**src/design/fbpa_pkg.sv**
```systemverilog
package fbpa_pkg;

   // Pool geometry. Both values must be powers of two.
   localparam int POOL_BLOCKS  = 4096;
   localparam int CHUNK_BLOCKS = 512;

   localparam int IDX_W       = $clog2(POOL_BLOCKS);
   localparam int FILL_W      = IDX_W + 1;
   localparam int CHUNK_SHIFT = $clog2(CHUNK_BLOCKS);
   localparam int MAX_CHUNKS  = POOL_BLOCKS / CHUNK_BLOCKS;
   localparam int CHUNK_CNT_W = $clog2(MAX_CHUNKS + 1);

   localparam int BSZ_W  = 17;
   localparam int MAXB_W = 13;
   localparam int OFS_W  = 28;
   localparam int STAT_W = 2;

   localparam int CSR_IDX_W = 2;
   localparam int CSR_DAT_W = 17;

   localparam logic [CSR_IDX_W-1:0] CSR_UNIT_BYTES  = 2'd0;
   localparam logic [CSR_IDX_W-1:0] CSR_BLOCK_QUOTA = 2'd1;

   localparam logic [BSZ_W-1:0]  UNIT_BYTES_RESET  = 17'd1024;
   localparam logic [MAXB_W-1:0] BLOCK_QUOTA_RESET = 13'd4096;

   localparam logic KIND_ALLOC = 1'b0;
   localparam logic KIND_FREE  = 1'b1;

   localparam logic [STAT_W-1:0] ST_OK        = 2'd0;
   localparam logic [STAT_W-1:0] ST_EXHAUSTED = 2'd1;
   localparam logic [STAT_W-1:0] ST_FREE_FULL = 2'd2;

   // A decided request waiting for its offset to be computed.
   typedef struct packed {
      logic              valid;
      logic [STAT_W-1:0] status;
      logic              pop;
      logic [IDX_W-1:0]  index;
   } pend_type;

endpackage

```
**src/design/fbpa_result.sv**
```systemverilog
module fbpa_result
   import fbpa_pkg::*;
(
   input  logic              clock,
   input  logic              reset,
   input  pend_type          pend,
   input  logic [IDX_W-1:0]  ram_rdata,
   input  logic [BSZ_W-1:0]  unit_bytes,
   output logic              take,
   output logic              rsp_valid,
   input  logic              rsp_ready,
   output logic [STAT_W-1:0] rsp_status,
   output logic [IDX_W-1:0]  rsp_granted_index,
   output logic [OFS_W-1:0]  rsp_byte_offset
);

   logic                      valid_ff, valid_in;
   logic [STAT_W-1:0]         status_ff;
   logic [IDX_W-1:0]          index_ff;
   logic [OFS_W-1:0]          offset_ff;
   logic [IDX_W-1:0]          index;
   logic [IDX_W+BSZ_W-1:0]    product;

   assign take    = pend.valid && (!valid_ff || rsp_ready);
   assign index   = pend.pop ? ram_rdata : pend.index;
   assign product = index * unit_bytes;

   always_comb begin
      valid_in = valid_ff;
      if (take) begin
         valid_in = 1'b1;
      end else if (rsp_ready) begin
         valid_in = 1'b0;
      end
   end

   always_ff @(posedge clock) begin
      if (reset) begin
         valid_ff <= 1'b0;
      end else begin
         valid_ff <= valid_in;
      end
      if (take) begin
         status_ff <= pend.status;
         index_ff  <= index;
         offset_ff <= product[OFS_W-1:0];
      end
   end

   assign rsp_valid         = valid_ff;
   assign rsp_status        = status_ff;
   assign rsp_granted_index = index_ff;
   assign rsp_byte_offset   = offset_ff;

endmodule

```
**config.mk**
```make
export PLATFORM = sky130hd
export DESIGN_NAME = fbpa_result
export DESIGN_NICKNAME = d
export VERILOG_FILES = /design/src/design/fbpa_pkg.sv /design/src/design/fbpa_result.sv
export SDC_FILE = /design/constraint.sdc
export NUM_CORES = 1
export LEC_CHECK = 0
export BUFFER_PORTS_ARGS = -buffer_cell sky130_fd_sc_hd__buf_2
export CAP_MARGIN = 25
export CORE_UTILIZATION = 50
export CTS_BUF_LIST = sky130_fd_sc_hd__clkbuf_2 sky130_fd_sc_hd__clkbuf_4 sky130_fd_sc_hd__clkbuf_8
export DETAILED_ROUTE_END_ITERATION = 6
export PLACE_DENSITY = 0.73
export SETUP_SLACK_MARGIN = 0.1
export SYNTH_ARGS = -nofsm -noshare
export SYNTH_HDL_FRONTEND = slang
export SYNTH_SLANG_ARGS = --single-unit
```
**constraint.sdc**
```tcl
create_clock -name clock -period 5.4 [get_ports clock]
set_input_delay 0.54 -clock clock [delete_from_list [all_inputs] [get_ports clock]]
set_output_delay 0.54 -clock clock [all_outputs]
set_load 0.005 [all_outputs]
```
======== Word level (Yosys, flattened, before mapping) ========
Cells that the tools add are included.
W data, S select, Z words.
operators by class
  multipliers ............................. 1
  multiplexer cells ....................... 3
  reductions and logical operators ........ 4
operators by type and width
  kind                 count
  $mul A12 B17 Y28     1
  $mux W12             1
  $mux W1              2
  $reduce_bool A2 Y1   1
  $logic_and A1 B1 Y1  1
  $logic_not A1 Y1     1
  $logic_or A1 B1 Y1   1
storage, ports and cells
  bits in registers ....................... 43
  word-level logic and storage cells ...... 12
  input bits .............................. 48

======== Depth between registers and ports, before layout ========
  depth after elaboration ................. 4
  depth in mapped cells ................... 22
  mapped depth without buffers ............ 19

======== Worst setup path before layout ========
Ideal clock, no wire load.
  kind .................................... input -> register
  start point ............................. input pend[12] (netlist name)
  end point ............................... register offset_ff[25] (netlist: rsp_byte_offset[25]) (data pin)
  data required time ...................... 5142 ps
  setup slack ............................. -263 ps
  arrival time ............................ 5405 ps
  cell stages on the path ................. 19
  library setup time ...................... 258 ps
  cell sequence ........................... buf_2 > mux2_2 > buf_1 > nand2_1 > fa_1 > fa_1 > fa_1 > inv_1 > fa_1 > inv_1 > fa_1 > inv_1 > ha_1 > a21oi_1 > o21ai_1 > a211oi_2 > o21ai_2 > a31o_1 > xor2_1
between the ends
  cells in the longest elaborated chain, start to end .. 2
RTL lines
  what                    RTL line           source
  start: declaration      fbpa_result.sv:6   input pend_type pend,
  $mux W12                fbpa_result.sv:25  assign index = pend.pop ? ram_rdata : pend.index;
  net index[3]            fbpa_result.sv:21  logic [IDX_W-1:0] index;
  $mul A12 B17 Y28        fbpa_result.sv:26  assign product = index * unit_bytes;
  net product[25]         fbpa_result.sv:22  logic [IDX_W+BSZ_W-1:0] product;
  end signal: assignment  fbpa_result.sv:46  offset_ff <= product[OFS_W-1:0];
  end: declaration        fbpa_result.sv:20  logic [OFS_W-1:0] offset_ff;
The timed path passes the listed nets, and every way through them passes these cells.
A chain may end at the register's enable or synchronous reset.

======== Worst setup path in the final report ========
  start point ............................. input pend[12] (netlist name)
  end point ............................... register offset_ff[25] (netlist: rsp_byte_offset[25]) (data pin)
between the ends
  cells in the longest elaborated chain, start to end .. 2
RTL lines
  what              RTL line
  $mux W12          fbpa_result.sv:25
  $mul A12 B17 Y28  fbpa_result.sv:26
  net product[25]   fbpa_result.sv:22
The timed path passes the listed nets, and every way through them passes these cells.

==> flow_summary_export.csv <==
group,metric,value,unit
synth,synth_flop_cell,"edfxtp_1",
timing,rsz0062_at_grt,"true",
status,outcome,"complete, no violations",
drt,drt_iter0_markers,313,
hold_path,hp-start,"reset",
synth,syn_avg_cell_area,9.37,sq um
synth,syn-num-nets,1109,
synth,synth-seq-cells,43,
worst_setup_path,crit_type,"primary input to register",
cells_and_area,nNetsFinal,1265,
drt,vias,6220,
place,place_ws,-0.443,ns
place,dp_hpwl,14900,um
clock_tree,clkTransAtPathRegs,0.09,ns
synth,synth-async-reset-ratio,0,%
floorplanning,die-area,16400,sq um
synth,synth.top_cell.area_share,37.5,%
synth,yosysSeqAreaShare,16.1,%
drt,firstDrtPassIters,7,
floorplanning,initial_core_util,51.7,%
worst_setup_path,r2r-start,"rsp_valid",
cells_and_area,diodes,0,
drt,wl_per_cell,15.4,um
synth,netlist_instances,848,
synth,yosys.area_share.simple,15.6,%
drt,antenna_left,0,
synth,synthAdderAreaFrac,47.6,%
synth,yosys_warnings,0,
place,gp_congestion,0.852,
clock_tree,clock-sinks,43,
timing,hold_violations,0,
cells_and_area,drive_above_1_share,24.6,%
drt,routed_wl,18700,um
hold_path,whs_endpoint,"rsp_valid",
global_route,grt_use_total,24.4,%
clock_tree,cts_buffers,5,
timing,timing.final.crit_share,99.9,%
synth,synth_area,7950,sq um
synth,yosysTopAreaCell,"fa_1",
global_route,antenna_found_initial,0,
floorplanning,io_pins,92,
global_route,grt-ovfl-total,0,
floorplanning,rows,45,
synth,synthMuxAreaShare,1.83,%
hold_path,hold_path_class,"primary input to register",
synth,synth_xor_area_share,2.31,%
hold_path,hold_depth,2,
clock_tree,insertion_delay,0.35,ns
synth,synth_top_family_by_area,"adder cells",
cells_and_area,synthToLayoutAreaGrowth,21.6,%
worst_setup_path,regToRegEndpoint,"rsp_byte_offset[8]",
synth,synth_edf_count,42,
floorplanning,core_area,15400,sq um
timing,final.min_clock_period,5.39,ns
worst_setup_path,required,5.48,ns
floorplanning,die_w,128,um
synth,synth_area_leaders,"fa_1 (38%), edfxtp_1 (16%), ha_1 (10%)",
timing,fmax,185,MHz
synth,ys_types,51,
clock_tree,cts_tree,"yes",
clock_tree,hold_buffers,0,
timing,max_slew.worst_pin.slew,0.631,ns
clock_tree,cts_root_buf,"clkbuf_8",
worst_setup_path,ff2ff_setup_slack,3.70,ns
drt,drt-vias-per-instance,5.12,
global_route,grt_pass1_wl,30700,um
clock_tree,htree_levels,2,
drt,route.detailed.drc,0,
worst_setup_path,r2r_cells,2,
worst_setup_path,worstPathArrival,5.48,ns
worst_setup_path,cp-start-kind,"primary input",
timing,setup_ws,0.00677,ns
job,cap_viol_max_count,0,
synth,synth-compound-area-share,5.76,%
worst_setup_path,worstPathMaxFanout,8,
timing,skew,0.0246,ns
place,port_buffers,91,
global_route,grt_max_degree,30,
synth,synthTopCellsByCount,"inv_1 (196), nand2_1 (151), fa_1 (149)",
worst_setup_path,end_kind,"register",
timing,slew_headroom,57.8,%
synth,yosysMostFrequentCell,"inv_1",
timing,setup_viol,0,
global_route,grt_pass1_vias,6688,
floorplanning,die_h,128,um
timing,slew_violations,0,
clock_tree,clockBufferDepth,2,
-- metal layers --
| layer | part of all wire [%] | wire [um] | global-route usage [%] | vias to the layer above |
|---|---|---|---|---|
| li1 | - | - | - | 2880 |
| met1 | 40 | 7570 | 29.2 | 3100 |
| met2 | 52 | 9630 | 44.3 | 188 |
| met3 | 4.2 | 793 | 2.84 | 52 |
| met4 | 3.7 | 693 | 10.2 | 0 |
| met5 | 0 | 0 | 0 | - |
-- logic make-up after synthesis --
group	after synthesis
buffers and inverters	227
multiplexers	13
AO/OA/AOI/OAI	66
AND/OR/NAND/NOR	265
adder cells (fa/ha/maj)	213
XOR/XNOR	21
flip-flops	43
-- worst max-delay path: stages --
cell and delay, ns:
buf_8 0.11, buf_12 0.14, mux2_4 0.36, buf_4 0.16, and2_1 0.18, fa_1 0.47, ha_1 0.21, fa_1 0.48
inv_1 0.06, fa_1 0.45, fa_1 0.52, inv_1 0.04, ha_1 0.31, buf_4 0.16, o211ai_1 0.19, nor4_4 0.08
a211oi_4 0.44, buf_4 0.21, o21ai_4 0.05, a31o_1 0.18, xor2_1 0.13
-- sequential cells by signal, summed over array words and instances, names as in the netlist --
name               flops
rsp_granted_index     12
rsp_status             2
rsp_byte_offset       28
rsp_valid              1
-- area by class of cell --
cell class	instances	area, sq um
Multi-Input combinational cell	580	6100
Clock buffer	5	68.8
Inverter	196	736
Clock inverter	3	43.8
Sequential cell	43	1280
Fill cell	1257	5710
Timing Repair Buffer	178	1170
Tap cell	211	264
-- how the worst max path moves through the flow --
| stage | end | cells after the start | slack, ns | start |
|---|---|---|---|---|
| after global routing | rsp_byte_offset[25] | 20 | -0.13 | pend[12] |
| after global placement | rsp_byte_offset[27] | 20 | -0.40 | pend[12] |
| after CTS | rsp_byte_offset[27] | 20 | 0.04 | pend[12] |
| final | rsp_byte_offset[25] | 21 | 0.007 | pend[12] |
| after detailed placement | rsp_byte_offset[27] | 20 | -0.44 | pend[12] |
| after floorplan | rsp_byte_offset[25] | 18 | 0.06 | pend[12] |
-- placed cells by master, fill, tap and decap left out, drive strengths merged, types with 6 or more instances in the layout --
cell	Yosys	final
a21oi	24	24
nand2	151	151
o21ai	12	12
fa	149	149
xor2	6	6
buf	8	177
edfxtp	42	42
clkbuf	23	6
inv	196	196
mux2	12	14
xnor2	15	15
nor2	20	20
and2	71	71
ha	64	64
-- through the flow --
step / setup TNS [ns] / instance area, sq um / util (%) / instances / hold WS (ns)
floorplan: 0 / 8080 / - / 848 / 0.492
global placement: -2.60 / 9250 / 60.1 / 1198 / 0.539
detailed placement: -2.96 / 9250 / 60.1 / 1198 / 0.552
CTS: 0 / 9400 / 61.1 / 1209 / 0.348
global route: -0.524 / 9660 / 62.9 / 1216 / 0.340
finish: 0 / 9660 / 62.9 / 1216 / 0.359
-- timing repair --
item                       in CTS  in global routing
setup endpoints to repair       6                 13
pin swaps                       6                  9
setup buffers                   3                  4
cloned                          0                  3
resized for setup               3                 37
Power is not shown: default switching activity piles up to over one toggle a cycle in this logic, so the estimate is an artifact.
