### src/design/fbpa_pkg.sv
package fbpa_pkg;

   // Pool geometry. Both values must be powers of two.
   localparam int POOL_BLOCKS  = 4096;
   localparam int CHUNK_BLOCKS = 512;

   localparam int IDX_W       = $clog2(POOL_BLOCKS);
   localparam int FILL_W      = IDX_W + 1;
   localparam int CHUNK_SHIFT = $clog2(CHUNK_BLOCKS);
   localparam int MAX_CHUNKS  = POOL_BLOCKS / CHUNK_BLOCKS;
   localparam int CHUNK_CNT_W = $clog2(MAX_CHUNKS + 1);

   localparam int BSZ_W  = 17;
   localparam int MAXB_W = 13;
   localparam int OFS_W  = 28;
   localparam int STAT_W = 2;

   localparam int CSR_IDX_W = 2;
   localparam int CSR_DAT_W = 17;

   localparam logic [CSR_IDX_W-1:0] CSR_UNIT_BYTES  = 2'd0;
   localparam logic [CSR_IDX_W-1:0] CSR_BLOCK_QUOTA = 2'd1;

   localparam logic [BSZ_W-1:0]  UNIT_BYTES_RESET  = 17'd1024;
   localparam logic [MAXB_W-1:0] BLOCK_QUOTA_RESET = 13'd4096;

   localparam logic KIND_ALLOC = 1'b0;
   localparam logic KIND_FREE  = 1'b1;

   localparam logic [STAT_W-1:0] ST_OK        = 2'd0;
   localparam logic [STAT_W-1:0] ST_EXHAUSTED = 2'd1;
   localparam logic [STAT_W-1:0] ST_FREE_FULL = 2'd2;

   // A decided request waiting for its offset to be computed.
   typedef struct packed {
      logic              valid;
      logic [STAT_W-1:0] status;
      logic              pop;
      logic [IDX_W-1:0]  index;
   } pend_type;

endpackage

### src/design/fbpa_ctrl.sv
module fbpa_ctrl
   import fbpa_pkg::*;
(
   input  logic              clock,
   input  logic              reset,
   input  logic              req_valid,
   output logic              req_ready,
   input  logic              req_kind,
   input  logic [MAXB_W-1:0] block_quota,
   input  logic              take,
   output pend_type          pend,
   output logic              ram_we,
   output logic [IDX_W-1:0]  ram_waddr,
   output logic              ram_re,
   output logic [IDX_W-1:0]  ram_raddr
);

   localparam int LIM_W = MAXB_W + 1 - CHUNK_SHIFT;

   logic [IDX_W-1:0]       head_ff, head_in;
   logic [IDX_W-1:0]       tail_ff, tail_in;
   logic [FILL_W-1:0]      fill_ff, fill_in;
   logic [CHUNK_CNT_W-1:0] chunks_ff, chunks_in;
   logic [CHUNK_SHIFT-1:0] spare_ff, spare_in;
   pend_type               pend_ff, pend_in;

   logic                   accept;
   logic [MAXB_W:0]        lim_sum;
   logic [LIM_W-1:0]       lim_raw;
   logic [CHUNK_CNT_W-1:0] limit;

   assign req_ready = !pend_ff.valid;
   assign accept    = req_valid && req_ready;
   assign pend      = pend_ff;
   assign ram_waddr = tail_ff;
   assign ram_raddr = head_ff;

   // Chunk limit is the quota rounded up to whole chunks, capped at the pool.
   assign lim_sum = {1'b0, block_quota} + (MAXB_W + 1)'(CHUNK_BLOCKS - 1);
   assign lim_raw = lim_sum[MAXB_W:CHUNK_SHIFT];
   assign limit   = (lim_raw > LIM_W'(MAX_CHUNKS)) ? CHUNK_CNT_W'(MAX_CHUNKS)
                                                   : CHUNK_CNT_W'(lim_raw);

   always_comb begin
      head_in   = head_ff;
      tail_in   = tail_ff;
      fill_in   = fill_ff;
      chunks_in = chunks_ff;
      spare_in  = spare_ff;
      pend_in   = pend_ff;
      ram_we    = 1'b0;
      ram_re    = 1'b0;
      if (take) begin
         pend_in.valid = 1'b0;
      end
      if (accept) begin
         pend_in.valid  = 1'b1;
         pend_in.status = ST_OK;
         pend_in.pop    = 1'b0;
         pend_in.index  = '0;
         if (req_kind == KIND_FREE) begin
            if (fill_ff == FILL_W'(POOL_BLOCKS)) begin
               pend_in.status = ST_FREE_FULL;
            end else begin
               ram_we  = 1'b1;
               tail_in = tail_ff + 1'b1;
               fill_in = fill_ff + 1'b1;
            end
         end else if (fill_ff != '0) begin
            // The handle arrives from the queue memory on the next cycle.
            ram_re      = 1'b1;
            pend_in.pop = 1'b1;
            head_in     = head_ff + 1'b1;
            fill_in     = fill_ff - 1'b1;
         end else if (spare_ff != '0 && chunks_ff != '0) begin
            pend_in.index = (IDX_W'(chunks_ff - 1'b1) << CHUNK_SHIFT) | IDX_W'(spare_ff);
            spare_in      = spare_ff - 1'b1;
         end else if (chunks_ff < limit) begin
            pend_in.index = IDX_W'(chunks_ff) << CHUNK_SHIFT;
            chunks_in     = chunks_ff + 1'b1;
            spare_in      = CHUNK_SHIFT'(CHUNK_BLOCKS - 1);
         end else begin
            pend_in.status = ST_EXHAUSTED;
         end
      end
   end

   always_ff @(posedge clock) begin
      if (reset) begin
         head_ff       <= '0;
         tail_ff       <= '0;
         fill_ff       <= '0;
         chunks_ff     <= '0;
         spare_ff      <= '0;
         pend_ff.valid <= 1'b0;
      end else begin
         head_ff       <= head_in;
         tail_ff       <= tail_in;
         fill_ff       <= fill_in;
         chunks_ff     <= chunks_in;
         spare_ff      <= spare_in;
         pend_ff.valid <= pend_in.valid;
      end
      pend_ff.status <= pend_in.status;
      pend_ff.pop    <= pend_in.pop;
      pend_ff.index  <= pend_in.index;
   end

endmodule

### config.mk
export PLATFORM = sky130hd
export DESIGN_NAME = fbpa_ctrl
export DESIGN_NICKNAME = d
export VERILOG_FILES = /design/src/design/fbpa_pkg.sv /design/src/design/fbpa_ctrl.sv
export SDC_FILE = /design/constraint.sdc
export NUM_CORES = 1
export LEC_CHECK = 0
export BUFFER_PORTS_ARGS = -buffer_cell sky130_fd_sc_hd__buf_2
export CAP_MARGIN = 20
export CORE_MARGIN = 2
export CORE_UTILIZATION = 35
export DETAILED_ROUTE_END_ITERATION = 8
export HOLD_SLACK_MARGIN = 0.08
export SYNTH_ARGS = -nofsm -noshare
export SYNTH_HDL_FRONTEND = slang
export SYNTH_SLANG_ARGS = --single-unit
### constraint.sdc
create_clock -name clock -period 3.4 [get_ports clock]
set_input_delay 0.17 -clock clock [delete_from_list [all_inputs] [get_ports clock]]
set_output_delay 0.17 -clock clock [all_outputs]
set_load 0.005 [all_outputs]
Word-level counts from Yosys, hierarchy flattened
Index checks and enable logic that the tools add are counted.
W data, S select, Z words.
{"block": "totals", "regBits": 66, "inputBits": 18, "output_inout_bits": 43, "elab_cells": 64}
{"block": "classes", "n_addsub": 8, "order_cmp": 2, "eq_ne": 2, "mux": 23, "bitwise": 5, "n_reduce_logical": 15}
{"cell": "$mux W13", "n": 4}
{"cell": "$mux W12", "n": 3}
{"cell": "$add A12 B1 Y12 const B", "n": 2}
{"cell": "$mux W9", "n": 2}
{"cell": "$mux W16", "n": 1}
{"cell": "$add A13 B9 Y14 const B", "n": 1}
{"cell": "$add A13 B1 Y13 const B", "n": 1}
{"cell": "$eq A13 B13 Y1 const B", "n": 1}
{"cell": "$reduce_bool A13 Y1", "n": 1}
{"cell": "$sub A13 B1 Y13 const B", "n": 1}
{"cell": "$or A12 B9 Y12", "n": 1}
{"cell": "$reduce_and A3 Y1", "n": 3}
{"cell": "$reduce_bool A9 Y1", "n": 1}
{"cell": "$sub A9 B1 Y9 const B", "n": 1}
{"cell": "$mux W1", "n": 8}
{"cell": "$mux W2", "n": 4}
{"cell": "$reduce_bool A2 Y1", "n": 3}
{"cell": "$gt A5 B4 Y1 const B", "n": 1}
{"cell": "$reduce_and A5 Y1", "n": 1}
{"cell": "$add A4 B1 Y4 const B", "n": 1}
{"cell": "$lt A4 B4 Y1", "n": 1}
{"cell": "$mux W4", "n": 1}
{"cell": "$not A1 Y1", "n": 4}
{"cell": "$reduce_and A4 Y1", "n": 1}
{"cell": "other kinds (6)", "n": 7}

Logic depth before layout (Yosys ltp)
Gate-level depths: netlist of the first run.
{"block": "logic_depth", "word_depth": 9, "mapped_depth": 12, "mapped_depth_nobuf": 12}

Worst setup path after synthesis of the first run
No wires, ideal clock.
{"block": "synth_timing", "path_kind": "input to register", "from": "input port block_quota[2]", "to": "register chunks_ff[3]", "setup_ns": 0.071, "t_arrival_ns": 2.583, "required_time_ns": 3.329, "setup_slack_ns": 0.746, "path_stages": 12, "n_path_buf": 0, "cell_sequence": "nor4_4 a31oi_2 nand2_1 xor2_1 or2_2 ha_1 nor4_1 nand2_1 o32ai_4 nand3_4 or3_1 a21oi_1"}
{"block": "synth_via", "elab_chain_len": 5}
{"element": "start, declared", "line": "fbpa_ctrl.sv:9", "rtl": "input logic [MAXB_W-1:0] block_quota,"}
{"element": "$add A13 B9 Y14 (*)", "line": "fbpa_ctrl.sv:39", "rtl": "assign lim_sum = {1'b0, block_quota} + (MAXB_W + 1)'(CHUNK_BLOCKS - 1);"}
{"element": "$gt A5 B4 Y1", "line": "fbpa_ctrl.sv:41", "rtl": "assign limit = (lim_raw > LIM_W'(MAX_CHUNKS)) ? CHUNK_CNT_W'(MAX_CHUNKS)"}
{"element": "$mux W4 (*)", "line": "fbpa_ctrl.sv:41"}
{"element": "$lt A4 B4 Y1 (*)", "line": "fbpa_ctrl.sv:78", "rtl": "end else if (chunks_ff < limit) begin"}
{"element": "$reduce_and A5 Y1 (no source line) (*)"}
{"element": "end signal, assigned", "line": "fbpa_ctrl.sv:100", "rtl": "chunks_ff <= chunks_in;"}
{"element": "end, declared", "line": "fbpa_ctrl.sv:23", "rtl": "logic [CHUNK_CNT_W-1:0] chunks_ff, chunks_in;"}
Mark *: on every way between the ends. The rest lies on a longest branch, timed or not.
A chain may end at the register's enable or synchronous reset.

Worst setup path in the final report of the first run
Same ends and word-level chain as after synthesis.

==> impl_metrics.py, run 1 <==
metrics = {
    "status": {
        "status": "complete, no violations",
    },
    "sta": {
        "maxSlewHeadroom": 0.4754,
        "maxClockFrequency_ghz": 0.3784,
        "drv_slew": 0,
        "fin_tns_setup_ns": 0,
        "setup_viol": 0,
        "grt_setup_unrepaired": "false",
        "report.final.hold_viol_count": 0,
        "skew_ns": 0.009978,
        "final_worst_hold_slack_ns": 0.1251,
        "min_period_over_period": 0.7773,
        "worst_pin_slew_ns": 0.7842,
        "final.min_clock_period_ns": 2.643,
    },
    "synth": {
        "avgSynthCellArea_um2": 9.485,
        "synth_top_cell_area_share": 0.2767,
        "netlist_area_um2": 3690,
        "synth_cell_type_count": 60,
        "ys_seq_elements": 66,
        "synth-main-ff-cell": "dfxtp_1",
        "yosys-top-cells-area": "dfxtp_1 28%, edfxtp_1 12%, ha_1 6.4%",
        "synth_seq_area_share": 0.3988,
        "synth.net_count": 427,
        "synth_async_sr_flop_share": 0,
        "synth_edf_count": 15,
        "yosys_warnings": 0,
        "cell_accounting_for_the_most_synthesized_area": "dfxtp_1",
        "gate_count_after_technology_mapping": 389,
    },
    "place": {
        "io_buffer_count": 60,
        "gp_congestion": 0.8541,
        "place.detailed.hpwl_um": 5524,
        "postPlaceCellArea_um2": 4109,
    },
    "cells_and_area": {
        "count_of_antenna_diodes_in_the_layout": 0,
        "fin_nets": 487,
        "most_used_cells_in_the_layout_excluding_fill_and_tap_cells": "60 x buf_2, 51 x dfxtp_1, 41 x nor2_1",
        "mostFrequentLayoutCell": "buf_2",
        "area_delta_synth_final_pct": 16.38,
        "drive_above_1_share": 0.2093,
        "ff_latch_area_um2": 1471,
        "post-route-cell-area_um2": 4294,
        "multiInputGateArea_um2": 2100,
        "share_of_the_core_filled_with_cells_in_the_final_layout": 0.4178,
        "nFillCells": 1030,
    },
    "floorplan": {
        "floorplan_die_area_um2": 11380,
        "die_h_um": 106.7,
        "initial_utilization": 0.3590,
        "die_w_um": 106.7,
        "floorplan.io_pins": 61,
        "core_area_um2": 10280,
        "core.rowCount": 37,
    },
    "detailed_routing": {
        "drt_first_pass_iters": 4,
        "wl_per_cell_um": 12.97,
        "antenna_left": 0,
        "avgViaCountPerCell": 5.076,
        "initialDrtViolationCount": 135,
        "num_vias": 2995,
        "finalWirelength_um": 7650,
        "drc": 0,
    },
    "clock_tree": {
        "postCtsSetupRepairBufs": 0,
        "cts.sink_count": 66,
        "cts.htree.levels": 3,
        "cts-root-buf": "clkbuf_8",
        "clock_insertion_delay_at_the_later_pin_of_the_skew_report_ns": 0.34,
        "path_clk_slew_ns": 0.07,
        "cts_tree": "yes",
        "cts_made_buffers": 9,
        "cts-root-to-sink-buffers": 2,
    },
    "job": {
        "maxCapViolations": 0,
    },
    "critical_path": {
        "timing.critical_path.arrival_ns": 2.91,
        "critical_path.max_stage_delay_ns": 0.47,
        "path_class": "in2reg",
        "timing.critical_path.slowest_stage_cell": "o32ai_4",
        "critical_path.cell_chain": "buf_2, nor4_4, a31oi_2, nand2_1, xor2_1, or2_2, ha_1, nor4_1, nand2_1, o32ai_4, nand3_4, or3_1, a21oi_1",
        "crit_path_start_kind": "input pin",
        "cp_common_cell": "nand2_1",
        "critical_path_peak_fanout": 8,
        "worst_setup_path_end_kind": "flop",
        "data_required_time_at_the_worst_endpoint_ns": 3.66,
    },
    "power_and_ir_drop": {
        "combPwrFrac": 0.264,
        "power_switching_uw": 654.7,
        "power_frac_clock": 0.286,
        "seqPwrFrac": 0.450,
        "power_density_relative_to_cell_area_nw_per_um2": 478.3,
        "switching_share": 0.3188,
        "max-vdd-ir-drop_mv": 0.2028,
        "p_int_mw": 1.399,
        "power.leakage_nw": 1.739,
    },
    "grt": {
        "met1_track_demand_over_resource_in_global_routing": 0.1873,
        "grt.total_usage": 0.1407,
        "grt_overflow_total": 0,
        "grt_pass1_vias": 2826,
        "groute.layer.met3.usage": 0.04316,
        "grt.met2_usage": 0.2216,
        "pin_count_of_the_biggest_net_entering_global_routing": 43,
        "antenna_found_initial": 0,
        "first_pass_grt_wire_length_um": 13120,
        "busiest_layer": "met2",
    },
    "worst_hold_path": {
        "min-delay-path-class": "in2reg",
    },
}
-- layer usage --
layer | routed length [µm] | part of all wire | up-vias
met3 | 475 | 0.062 | 12
li1 | - | - | 1552
met5 | 0 | 0 | -
met2 | 3368 | 0.44 | 81
met1 | 3723 | 0.49 | 1350
met4 | 82 | 0.011 | 0
-- state kept, by name (all words and copies together) (netlist names) --
signal     cells
chunks_ff      4
spare_ff       9
ram_raddr     12
pend          16
ram_waddr     12
fill_ff       13
-- metrics by stage --
stage / setup WS (ns) / std cells / power (mW)
6_report: 0.7571 / 590 / 2.054
5_1_grt: 0.4865 / 590 / 2.194
4_1_cts: 0.7793 / 590 / 2.078
3_5_place_dp: 0.4212 / 573 / 1.480
3_3_place_gp: 0.4774 / 573 / 1.471
2_1_floorplan: 0.7463 / 389 / 1.358
-- what timing repair did --
| action | CTS | global route |
|---|---|---|
| gates resized for setup | 0 | 0 |
| endpoints found under the hold margin | 1 | 0 |
| hold buffers | 1 | 0 |
-- layout make-up --
cell class / instances / area share
clock buffers: 14 / 0.03788
clock inverters: 2 / 0.002914
inverters: 14 / 0.01224
multi-input cells: 295 / 0.4889
flip-flops and latches: 66 / 0.3427
well taps: 136 / 0.03963
repair buffers: 63 / 0.07576
-- synth_stat cells (5+ instances only) --
master / n
dfxtp_1: 51
ha_1: 19
o21ai_0: 13
and3_1: 12
edfxtp_1: 15
a21oi_1: 24
o21a_1: 6
mux2i_1: 8
xnor2_1: 14
inv_1: 14
nor2_1: 41
nand2b_1: 7
a211oi_1: 7
xor2_1: 18
nand3_1: 6
nand2_1: 26
clkbuf_1: 9
or3_1: 9
nand4_1: 9
a311oi_1: 5
nor3_1: 15
-- power by group through the flow --
| stage | clock network (mW) | logic (mW) | registers (mW) |
|---|---|---|---|
| floorplan | 0 | 0.432 | 0.926 |
| global placement | 0 | 0.531 | 0.941 |
| detailed placement | 0 | 0.538 | 0.941 |
| CTS | 0.612 | 0.542 | 0.923 |
| global route | 0.649 | 0.613 | 0.931 |
| finish | 0.588 | 0.541 | 0.925 |
-- logic make-up (layout without fill, tap and decap cells) --
group,Yosys count,after routing,synth area share
adders and majority gates,20,20,0.06985
xor gates and xnor gates,32,32,0.07596
muxes,8,8,0.02170
AOI/OAI and AO/OA,81,81,0.1580
buffers and inverters,28,93,0.03221
and+or+nand+nor,154,154,0.2435
DFF,66,66,0.3988
-- worst paths after layout --
check	start	end	slack, ns	depth (start not counted)
setup / recovery	block_quota[2]	chunks_ff[3]	0.76	13
hold / removal	req_valid	pend[15]	0.13	3
setup reg to reg	spare_ff[1]	chunks_ff[3]	0.88	7
hold reg to reg	ram_raddr[11]	ram_raddr[11]	0.49	2
-- critical path: cells and delay by family --
kind / cells / cell delay (ns)
buffers and inverters: 1 / 0.11
xor gates and xnor gates: 1 / 0.06
adders and majority gates: 1 / 0.20
AOI/OAI and AO/OA: 3 / 0.81
and+or+nand+nor: 7 / 1.57
Note: power is estimated with default switching activity, not from simulation.
==> run 2, diff against run 1 <==
--- a/config.mk
+++ b/config.mk
@@ -5,6 +5,7 @@
 export SDC_FILE = /design/constraint.sdc
 export NUM_CORES = 1
 export LEC_CHECK = 0
+export ABC_AREA = 1
 export BUFFER_PORTS_ARGS = -buffer_cell sky130_fd_sc_hd__buf_2
 export CAP_MARGIN = 20
 export CORE_MARGIN = 2
==> constraint.sdc (replaced) <==
create_clock -name clock -period 2.56 [get_ports clock]
set_input_delay 0.128 -clock clock [delete_from_list [all_inputs] [get_ports clock]]
set_output_delay 0.128 -clock clock [all_outputs]
set_load 0.005 [all_outputs]
==> impl_metrics.py, run 2 <==
metrics = {
    "power_and_ir_drop": {
        "max-vdd-ir-drop_mv": 0.2316,
        "power_density_relative_to_cell_area_nw_per_um2": 609.0,
        "p_int_mw": 1.937,
        "seqPwrFrac": 0.428,
        "switching_share": 0.2801,
        "power_switching_uw": 753.6,
        "combPwrFrac": 0.171,
        "power_frac_clock": 0.402,
        "power.leakage_nw": 1.871,
    },
    "critical_path": {
        "critical_path.cell_chain": "inv_1, ha_1, nand2_2, nor3_4, nand3_2, nor2_2, a21oi_4, nor4_4, nand2_1, nand2_1, a21oi_1",
        "crit_path_start_kind": "flop",
        "worst_setup_path_end_kind": "flop",
        "path_class": "reg2reg",
        "reg2reg_depth": 11,
        "critical_path.reg2reg.startpoint": "spare_ff[0]",
        "cp_common_cell": "nand2_1",
        "critical_path_peak_fanout": 8,
        "timing.critical_path.arrival_ns": 2.31,
        "startpoint": "spare_ff[0]",
        "reg2reg_setup_slack_ns": 0.47,
        "critical_path.max_stage_delay_ns": 0.32,
        "timing.critical_path.slowest_stage_cell": "dfxtp_1",
        "data_required_time_at_the_worst_endpoint_ns": 2.78,
    },
    "cells_and_area": {
        "count_of_antenna_diodes_in_the_layout": 0,
        "multiInputGateArea_um2": 1981,
        "most_used_cells_in_the_layout_excluding_fill_and_tap_cells": "71 x nand2_1, 60 x buf_2, 58 x a21oi_1",
        "ff_latch_area_um2": 1471,
        "mostFrequentLayoutCell": "nand2_1",
        "fin_nets": 577,
        "share_of_the_core_filled_with_cells_in_the_final_layout": 0.4281,
        "nFillCells": 1014,
        "drive_above_1_share": 0.2077,
        "largest_register_ffs": 16,
        "area_delta_synth_final_pct": 18.72,
        "post-route-cell-area_um2": 4419,
    },
    "sta": {
        "drv_slew": 0,
        "worst_pin_slew_ns": 0.5685,
        "setup_ws_ns": 0.4713,
        "maxClockFrequency_ghz": 0.4788,
        "grt_setup_unrepaired": "false",
        "report.final.hold_viol_count": 0,
        "final.min_clock_period_ns": 2.089,
        "fin_tns_setup_ns": 0,
        "min_period_over_period": 0.8159,
        "skew_ns": 0.01472,
        "maxSlewHeadroom": 0.6181,
        "setup_viol": 0,
    },
    "detailed_routing": {
        "route.met2.wl_um": 3733,
        "initialDrtViolationCount": 158,
        "avgViaCountPerCell": 4.797,
        "met3WireLength_um": 358,
        "highest-signal-layer": "met4",
        "antenna_left": 0,
        "num_vias": 3262,
        "drt_first_pass_iters": 5,
        "drc": 0,
        "wirelength_met1_um": 3775,
        "finalWirelength_um": 7943,
        "wl_per_cell_um": 11.68,
    },
    "place": {
        "place.detailed.hpwl_um": 5954,
        "io_buffer_count": 60,
        "postPlaceCellArea_um2": 4177,
        "post-place-ws_ns": 0.2156,
        "gp_congestion": 0.8630,
    },
    "floorplan": {
        "die_w_um": 107.1,
        "floorplan.io_pins": 61,
        "initial_utilization": 0.3606,
        "die_h_um": 107.1,
        "floorplan_die_area_um2": 11480,
        "core.rowCount": 37,
        "core_area_um2": 10320,
    },
    "clock_tree": {
        "cts-root-buf": "clkbuf_8",
        "path_clk_slew_ns": 0.08,
        "postCtsSetupRepairBufs": 0,
        "cts.sink_count": 66,
        "cts-root-to-sink-buffers": 2,
        "postCtsResizedCells": 0,
        "clock_insertion_delay_at_the_later_pin_of_the_skew_report_ns": 0.35,
        "cts-hold-fix-buffers": 0,
        "cts_tree": "yes",
        "cts.htree.levels": 3,
        "cts_made_buffers": 9,
    },
    "synth": {
        "synth_seq_area_share": 0.3953,
        "synth.net_count": 510,
        "gate_count_after_technology_mapping": 472,
        "avgSynthCellArea_um2": 7.886,
        "cell_accounting_for_the_most_synthesized_area": "dfxtp_1",
        "netlist_area_um2": 3722,
        "synthMostInstantiatedCell": "nand2_1",
        "synth-main-ff-cell": "dfxtp_1",
        "yosys_warnings": 0,
        "synth_top_cell_area_share": 0.2743,
        "ys_seq_elements": 66,
        "yosys-top-cells-area": "dfxtp_1 27%, edfxtp_1 12%, a21oi_1 7.8%",
        "synth_async_sr_flop_share": 0,
        "synth.cells.most_frequent": "71 x nand2_1, 58 x a21oi_1, 55 x inv_1, 51 x dfxtp_1, 39 x nor2_1",
        "synth_edf_count": 15,
        "synth_cell_type_count": 44,
    },
    "job": {
        "maxCapViolations": 0,
    },
    "grt": {
        "antenna_found_initial": 0,
        "grt_overflow_total": 0,
        "grt_pass1_vias": 2986,
        "grt.total_usage": 0.1449,
        "pin_count_of_the_biggest_net_entering_global_routing": 25,
        "first_pass_grt_wire_length_um": 13390,
    },
    "worst_hold_path": {
        "min_from": "take",
        "min-delay-path-class": "in2reg",
        "worst_hold_path.num_cells": 3,
    },
    "status": {
        "status": "complete, no violations",
    },
}
[run 2: cell types whose count changed after synthesis, sizes merged, moves of 10 or more]
| cell | before | now |
|---|---|---|
| a21oi | 24 | 60 |
| and3 | 12 | 0 |
| inv | 14 | 60 |
| nand2 | 26 | 79 |
| nand3 | 7 | 32 |
| o21ai | 14 | 37 |
| or3 | 10 | 0 |
[run 2: cell type report]
cell class,count,share of cell area
tap,136,0.03851
timing repair buffer,63,0.07305
clock inverter,6,0.02605
clock buffer,10,0.02888
sequential,66,0.3330
inverter,61,0.05238
multi-input combinational,338,0.4482
[run 2: per-layer routing]
layer / track usage / vias to the layer above
met4: 0.05473 / 0
met1: 0.1811 / 1457
li1: - / 1731
met3: 0.03161 / 7
met2: 0.2437 / 67
met5: 0 / -
[run 2: metrics by stage]
stage / power [mW] / std cells / hold slack, ns
after floorplan: 1.510 / 472 / 0.1975
after global placement: 1.625 / 664 / 0.4509
after detailed placement: 1.632 / 664 / 0.4524
after CTS: 2.719 / 680 / 0.08519
after global routing: 2.834 / 680 / 0.1169
final: 2.691 / 680 / 0.09523
[run 2: cell families (layout without fill, tap and decap cells)]
group	after synthesis	after routing	synth area share
AOI/OAI and AO/OA	104	104	0.1489
xor gates and xnor gates	14	14	0.03294
adders and majority gates	20	20	0.06924
buffers and inverters	68	140	0.07260
DFF	66	66	0.3953
and+or+nand+nor	200	200	0.2810
[run 2: power by group through the flow]
stage | Sequential, mW | Clock, mW | Combinational [mW]
finish | 1.15 | 1.08 | 0.459
global route | 1.16 | 1.15 | 0.524
CTS | 1.15 | 1.11 | 0.460
detailed placement | 1.17 | 0 | 0.458
global placement | 1.17 | 0 | 0.452
floorplan | 1.17 | 0 | 0.342
[run 2: path summary, 6_finish.rpt]
kind | endpoint
setup / recovery | chunks_ff[3]
hold / removal | pend[15]
setup reg to reg | chunks_ff[3]
hold reg to reg | spare_ff[8]
[run 2: critical path, delay by kind of cell, from the launching register on]
family,cells,cell delay (ns)
flops,1,0.32
fa+ha+maj,1,0.23
buf+inv,1,0.14
compound gates,2,0.20
simple gates,7,1.07
